**config.mk**
```make
export PLATFORM = sky130hd
export DESIGN_NAME = afns_setup
export DESIGN_NICKNAME = d
export VERILOG_FILES = /design/src/design/afns_pkg.sv /design/src/design/afns_setup.sv
export SDC_FILE = /design/constraint.sdc
export NUM_CORES = 2
export LEC_CHECK = 0
export BUFFER_PORTS_ARGS = -buffer_cell sky130_fd_sc_hd__buf_2
export CORE_UTILIZATION = 40
export CTS_CLUSTER_DIAMETER = 120
export DETAILED_ROUTE_END_ITERATION = 16
export SLEW_MARGIN = 40
export SYNTH_ARGS = -nofsm -noshare
export SYNTH_HDL_FRONTEND = slang
export SYNTH_SLANG_ARGS = --single-unit
```
**constraint.sdc**
```tcl
create_clock -name i_clk -period 8 [get_ports i_clk]
set_input_delay 0.8 -clock i_clk [delete_from_list [all_inputs] [get_ports i_clk]]
set_output_delay 0.8 -clock i_clk [all_outputs]
set_load 0.1 [all_outputs]
```
**src/design/afns_pkg.sv**
```systemverilog
// Shared constants, types and helpers of the aspect-fit scaler
package afns_pkg;

    localparam int SRC_DIM_MAX = 256;
    localparam int OUT_DIM_MAX = 4096;

    localparam int SRC_AW = $clog2(SRC_DIM_MAX);
    localparam int MEM_AW = 2 * SRC_AW;
    localparam int SW_W   = $clog2(SRC_DIM_MAX + 1);
    localparam int OW_W   = $clog2(OUT_DIM_MAX + 1);
    localparam int SCR_W  = SW_W + OW_W;
    localparam int X0_W   = SCR_W + 1;
    localparam int DX_W   = X0_W + 1;
    localparam int NUM_W  = DX_W + SW_W + 1;
    localparam int LIM_W  = SW_W + SCR_W;

    localparam int CRD_W  = 12;
    localparam int PIX_W  = 24;
    localparam int OREG_W = 13;
    localparam int SREG_W = 9;
    localparam int CADR_W = 3;

    localparam logic [CADR_W-1:0] REG_OUT_WIDTH   = 3'd0;
    localparam logic [CADR_W-1:0] REG_OUT_HEIGHT  = 3'd1;
    localparam logic [CADR_W-1:0] REG_SRC_WIDTH   = 3'd2;
    localparam logic [CADR_W-1:0] REG_SRC_HEIGHT  = 3'd3;
    localparam logic [CADR_W-1:0] REG_KEEP_ASPECT = 3'd4;
    localparam logic [CADR_W-1:0] REG_FIT_AXIS    = 3'd5;

    typedef struct packed {
        logic [SCR_W-1:0]        scr_w;
        logic [SCR_W-1:0]        scr_h;
        logic signed [X0_W-1:0]  x0;
        logic signed [X0_W-1:0]  y0;
        logic [LIM_W-1:0]        lim_x;
        logic [LIM_W-1:0]        lim_y;
        logic                    bad;
    } t_geom;

    typedef struct packed {
        logic              mode;
        logic              ok;
        logic              lok;
        logic [MEM_AW-1:0] laddr;
        logic [PIX_W-1:0]  pix;
    } t_carry;

    function automatic logic [OW_W-1:0] sat_out(input logic [OREG_W-1:0] v);
        logic [31:0] w;
        w = 32'(v);
        if (w > 32'(OUT_DIM_MAX)) w = 32'(OUT_DIM_MAX);
        return OW_W'(w);
    endfunction

    function automatic logic [SW_W-1:0] sat_src(input logic [SREG_W-1:0] v);
        logic [31:0] w;
        w = 32'(v);
        if (w > 32'(SRC_DIM_MAX)) w = 32'(SRC_DIM_MAX);
        return SW_W'(w);
    endfunction

endpackage

```
**src/design/afns_setup.sv**
```systemverilog
// Geometry setup: fitted size by a serial divider, offsets and limits
module afns_setup (
    input  logic                     i_clk,
    input  logic                     i_rst_n,
    input  logic                     i_start,
    input  logic [afns_pkg::OW_W-1:0] i_ow,
    input  logic [afns_pkg::OW_W-1:0] i_oh,
    input  logic [afns_pkg::SW_W-1:0] i_sw,
    input  logic [afns_pkg::SW_W-1:0] i_sh,
    input  logic                     i_keep,
    input  logic                     i_fit,
    output logic                     o_busy,
    output afns_pkg::t_geom          o_geom
);
    import afns_pkg::*;

    localparam int CNT_W = $clog2(SCR_W + 1);
    localparam logic [2:0] S_IDLE = 3'd0;
    localparam logic [2:0] S_LOAD = 3'd1;
    localparam logic [2:0] S_DIV  = 3'd2;
    localparam logic [2:0] S_FIN  = 3'd3;
    localparam logic [2:0] S_LIM  = 3'd4;

    logic [2:0]       r_state, n_state;
    logic [CNT_W-1:0] r_cnt;
    logic [SW_W-1:0]  r_rem;
    logic [SCR_W-1:0] r_quo;
    logic [SW_W-1:0]  r_div;
    t_geom            r_geom;

    logic [SW_W:0]    w_trial;
    logic             w_ge;
    logic [SCR_W-1:0] w_scr_w, w_scr_h;
    logic signed [X0_W-1:0] w_x0, w_y0;

    assign w_trial = {r_rem, r_quo[SCR_W-1]};
    assign w_ge    = w_trial >= {1'b0, r_div};

    always_comb begin
        w_scr_w = SCR_W'(i_ow);
        w_scr_h = SCR_W'(i_oh);
        w_x0    = '0;
        w_y0    = '0;
        if (i_keep) begin
            if (!i_fit) begin
                w_scr_h = r_quo;
                w_y0 = signed'(X0_W'(i_oh >> 1)) - signed'(X0_W'(r_quo >> 1));
            end else begin
                w_scr_w = r_quo;
                w_x0 = signed'(X0_W'(i_ow >> 1)) - signed'(X0_W'(r_quo >> 1));
            end
        end
    end

    always_comb begin
        n_state = r_state;
        case (r_state)
            S_IDLE: if (i_start) n_state = S_LOAD;
            S_LOAD: n_state = i_keep ? S_DIV : S_FIN;
            S_DIV:  if (r_cnt == CNT_W'(SCR_W - 1)) n_state = S_FIN;
            S_FIN:  n_state = S_LIM;
            S_LIM:  n_state = S_IDLE;
            default: n_state = S_IDLE;
        endcase
    end

    always_ff @(posedge i_clk) begin
        if (!i_rst_n) begin
            r_state <= S_IDLE;
            r_cnt   <= '0;
        end else begin
            r_state <= n_state;
            if (r_state == S_DIV) r_cnt <= r_cnt + 1'b1;
            else r_cnt <= '0;
        end
    end

    always_ff @(posedge i_clk) begin
        case (r_state)
            S_LOAD: begin
                r_rem <= '0;
                r_quo <= i_fit ? SCR_W'(i_sw * i_oh) : SCR_W'(i_sh * i_ow);
                r_div <= i_fit ? i_sh : i_sw;
            end
            S_DIV: begin
                r_rem <= w_ge ? SW_W'(w_trial - {1'b0, r_div}) : SW_W'(w_trial);
                r_quo <= {r_quo[SCR_W-2:0], w_ge};
            end
            S_FIN: begin
                r_geom.scr_w <= w_scr_w;
                r_geom.scr_h <= w_scr_h;
                r_geom.x0    <= w_x0;
                r_geom.y0    <= w_y0;
                r_geom.bad   <= (i_ow == '0) || (i_oh == '0) || (i_sw == '0) ||
                                (i_sh == '0) || (w_scr_w == '0) || (w_scr_h == '0);
            end
            S_LIM: begin
                r_geom.lim_x <= LIM_W'(i_sw * r_geom.scr_w);
                r_geom.lim_y <= LIM_W'(i_sh * r_geom.scr_h);
            end
            default: ;
        endcase
    end

    assign o_busy = (r_state != S_IDLE);
    assign o_geom = r_geom;

endmodule

```
; After elaboration in Yosys (flattened, before gate mapping)
; Index checks and enable logic that the tools add are counted.
[totals]
ff_bits = 201
inputBits = 49
output_inout_bits = 154
[classes]
add_sub_neg = 4
n_mul = 4
magnitude_cmp = 1
n_eq_ne = 7
n_mux = 13
n_bitwise = 1
n_reduce_logical = 18
[op_table]
columns = cell, count
row1 = $mux W22, 5
row2 = $mul A9 B22 Y31, 2
row3 = $logic_not A22 Y1, 2
row4 = $mul A9 B13 Y22, 2
row5 = $pmux W22 S2, 1
row6 = $sub A12 B21 Y22, 2
row7 = $logic_not A13 Y1, 2
row8 = $logic_not A9 Y1, 2
row9 = $mux W9, 2
row10 = $pmux W9 S2, 1
row11 = $pmux W3 S4, 1
row12 = $ge A10 B9 Y1, 1
row13 = $sub A9 B9 Y9, 1
row14 = $eq A3 B2 Y1 const B, 2
row15 = $mux W3, 2
row16 = $reduce_and A2 Y1, 3
row17 = $add A5 B1 Y5 const B, 1
row18 = $eq A5 B5 Y1 const B, 1
row19 = $logic_or A1 B1 Y1, 5
row20 = $ne A2 B2 Y1 const B, 2
row21 = $eq A3 B1 Y1 const B, 1
row22 = $eq A3 B3 Y1 const B, 1
row23 = $logic_not A3 Y1, 1
row24 = $reduce_bool A3 Y1, 1
row25 = 4 further kinds, 4

; Depth between registers and ports, before layout
[logic_depth]
depth_word = 6
depth_mapped = 21
depth_no_buf = 19

; Worst setup path before layout
; Ideal clock, no wire load.
[synth_path]
kind = input -> register
start = in i_sh[0] (netlist name)
end = reg r_geom (netlist bit o_geom[28]) (data pin)
setup_time_ns = 0.262
arrival_time_ns = 5.323
required_ns = 7.738
setup_slack_ns = 2.415
cell_stages = 19
path_cell_list = clkbuf_1 -> clkbuf_1 -> nand2_1 -> fa_1 -> inv_1 -> fa_1 -> inv_1 -> fa_1 -> fa_1 -> inv_1 -> ha_1 -> a21o_1 -> a21oi_1 -> nand2_1 -> a31oi_1 -> o21ai_1 -> a221oi_2 -> mux2i_1 -> nand3_1
[synth_between]
elab_chain_cells = 1
[synth_lines]
columns = element, line
row1 = start: declaration, afns_setup.sv:9  ; input logic [afns_pkg::SW_W-1:0] i_sh,
row2 = $mul A9 B22 Y31, afns_setup.sv:99  ; r_geom.lim_y <= LIM_W'(i_sh * r_geom.scr_h);
row3 = end: declaration, afns_setup.sv:29  ; t_geom r_geom;
; Every way passes these cells.
; A chain may end at the register's enable or synchronous reset.

; Worst setup path in the final report
; Same ends and word-level chain as after synthesis.

==> impl_results.md <==
- Status: complete, no violations
- Fin crit share: 71.08%
- TritonCTS Buffers: 17
- DR pass1 iterations: 6
- Max VDD drop: 0.1804 mV
- Layout cells sized above 1: 9.055%
- RSZ-0062 raised after global routing: false
- Buffers on Ports: 202
- Minimum clock period after layout: 5687 ps
- Most common cell in the netlist: inv_1
- Setup Buffers After CTS: 0
- Rows: 98
- Tot Pwr: 8.955 mW
- Initial core utilization: 40.68%
- Clock latency on the worst-skew pair: 520 ps
- Total wire length: 76420 um
- Util after Layout: 43.89%
- Post-synth top cells: 599 x inv_1, 441 x fa_1, 372 x nand2_1
- # setup viols final: 0
- Post-synth EDFFs: 191
- Initial antenna violation count: 4
- Core Box Area: 71850 um2
- PostCTS Resize Cnt: 0
- Area after DPL: 30930 um2
- Max clock buf depth: 2
- Syn avg cell area: 9.261 um2
- Crit-path max FO: 37
- Die area: 74150 um2
- Clk_skew: 20.30 ps
- Max-slew violation count: 0
- Placed cells: 4165
- Final estimated routing congestion in global placement: 0.8975
- Final Hold Fails: 0
- Relative slew slack: 42.09%
- Syn. warnings: 0
- Htree depth: 4
- Hold Crit Class: flop to flop
- Max cap viols: 0
- Worst endpoint required time: 8260 ps
- Crit Path Class: input pin to flop
- Clk pin slew, worst setup/hold paths: 80 ps
- Root Buffer: clkbuf_16
- Post-DP HPWL: 57630 um
- Largest net degree at the start of global routing: 57
- Final TNS setup: 0 ps
- Post-synth top flop: edfxtp_1
- Clock Sinks: 199
- Arrival time worst endpoint: 5940 ps
- Startpoint Class: input pin
- Hold buffers post-CTS: 0
- Total track usage: 21.16%
- # fillers: 7074
- Netlist cell types: 86
- Seq/Total Area, Yosys: 20.17%
- Yosys reg bits: 199
- Design area: 31540 um2
- Vias per inst: 5.211
- Synth area leader: fa_1
- Final cell count without fillers: 4199
- Top-area cell type share of the netlist area: 30.21%
- Congestion Overflow GR: 0
- Vias in the first global route: 21695
- Power Dens Cells: 284.0 nW/um2
- Io pins: 203
- Syn Inst Count: 3156
- Fmax: 175.9 MHz
- Static leakage: 15.27 nW
- FF/Latch Area: 5896 um2
- Via Count: 21879
- Wire per inst: 18.20 um
- Die Y: 272.3 um
- Post-synthesis cell area: 29230 um2
- Top cells by area, synth: fa_1 30%, edfxtp_1 20%, ha_1 9.5%, and2_1 7.7%, inv_1 7.7%
- Async set-reset flop share out of synthesis: 0%
- Fin nets: 3945
- Syn_nets: 3867
- Die W: 272.3 um
- Initial DRC Count: 1570
- Multi-input logic area: 20480 um2
- DRC Markers: 0
- Slew @ Worst Pin: 868.7 ps
- Final ANT Viol Nets: 0
- CTS tree: yes
- First-pass GRT wire length: 121200 um
- R2R setup slack: 2590 ps
- Synth-to-layout area growth: 7.898%
- Endpoint class of the critical path: flop
-- flip-flops by register name, summed over array words and instances, names as in the netlist --
name     flops
o_geom     151
r_quo       22
r_cnt        5
r_state      3
r_div        9
r_rem        9
-- critical path, stage by stage --
cell,delay (ps)
buf_2,630
nand2_1,180
fa_1,560
inv_1,50
fa_1,490
inv_1,50
fa_1,480
fa_1,490
inv_1,40
ha_1,310
a21o_1,190
a21oi_1,130
nand2_1,110
a31oi_1,390
o21ai_1,300
a221oi_2,380
mux2i_1,240
nand3_1,80
-- power by group --
group	internal [mW]	total (mW)	switching, mW
Sequential	1.48	1.61	0.122
Combinational	2.56	6.41	3.85
Clock	0.443	0.940	0.497
Total	4.48	8.95	4.47
-- cell usage in the layout, fill, tap and decap left out, types with 12 or more instances in the layout --
master     count
xnor2_1       65
xor2_1        35
clkbuf_16     17
and3_1        12
nor3_1        37
nand2_1      372
o21a_1        19
mux2i_1       15
o21ai_0       50
nand2b_1      18
and2_1       362
fa_1         441
nand4_1       16
nor4_1        12
inv_1        599
edfxtp_1     191
buf_4         13
a211oi_1      17
buf_2        197
ha_1         221
nor2b_1       23
nand3_1       34
a21o_1        50
o21ai_1       40
a31oi_1       14
a21oi_1       92
nor2_1       121
-- final timing paths --
check | from | end | cells after the start
max | i_sh[0] | o_geom[28]$_DFFE_PN_ | 18
min | r_cnt[0]$_SDFF_PN0_ | r_cnt[0]$_SDFF_PN0_ | 1
max reg2reg | o_geom[140]$_DFFE_PP_ | o_geom[60]$_DFFE_PN_ | 16
min reg2reg | r_cnt[0]$_SDFF_PN0_ | r_cnt[0]$_SDFF_PN0_ | 1
-- cells by family (layout without fill, tap and decap cells) --
family | after synthesis | in the layout | synth area share, %
AO/OA/AOI/OAI | 368 | 368 | 8.301
XOR/XNOR | 100 | 100 | 2.997
adder cells (fa/ha/maj) | 662 | 662 | 39.67
buffers and inverters | 756 | 847 | 9.872
flip-flops | 199 | 199 | 20.17
multiplexers | 25 | 25 | 0.8990
other | 0 | 2 | 0
AND/OR/NAND/NOR | 1046 | 1046 | 18.09
-- stage by stage --
| step | hold WS (ps) | setup WS [ps] |
|---|---|---|
| 2_1_floorplan | 433.4 | 2415 |
| 3_3_place_gp | 450.1 | 1860 |
| 3_5_place_dp | 461.5 | 1815 |
| 4_1_cts | 480.9 | 2371 |
| 5_1_grt | 508.6 | 2073 |
| 6_report | 476.7 | 2313 |
-- layer usage --
metal	global-route usage, %	routed length, um
met4	5.810	1496
met3	3.676	5379
met1	29.42	34250
met2	33.89	35280
met5	0	13
-- final cells by class --
type	count	share of cell area, %
Antenna cell	2	0.01587
Clock buffer	18	1.361
Clock inverter	14	0.4999
Inverter	604	7.193
Multi-Input combinational cell	2201	64.94
Sequential cell	199	18.70
Tap cell	950	3.769
Timing Repair Buffer	211	3.523
No activity file was read; power rests on OpenSTA's default activity.
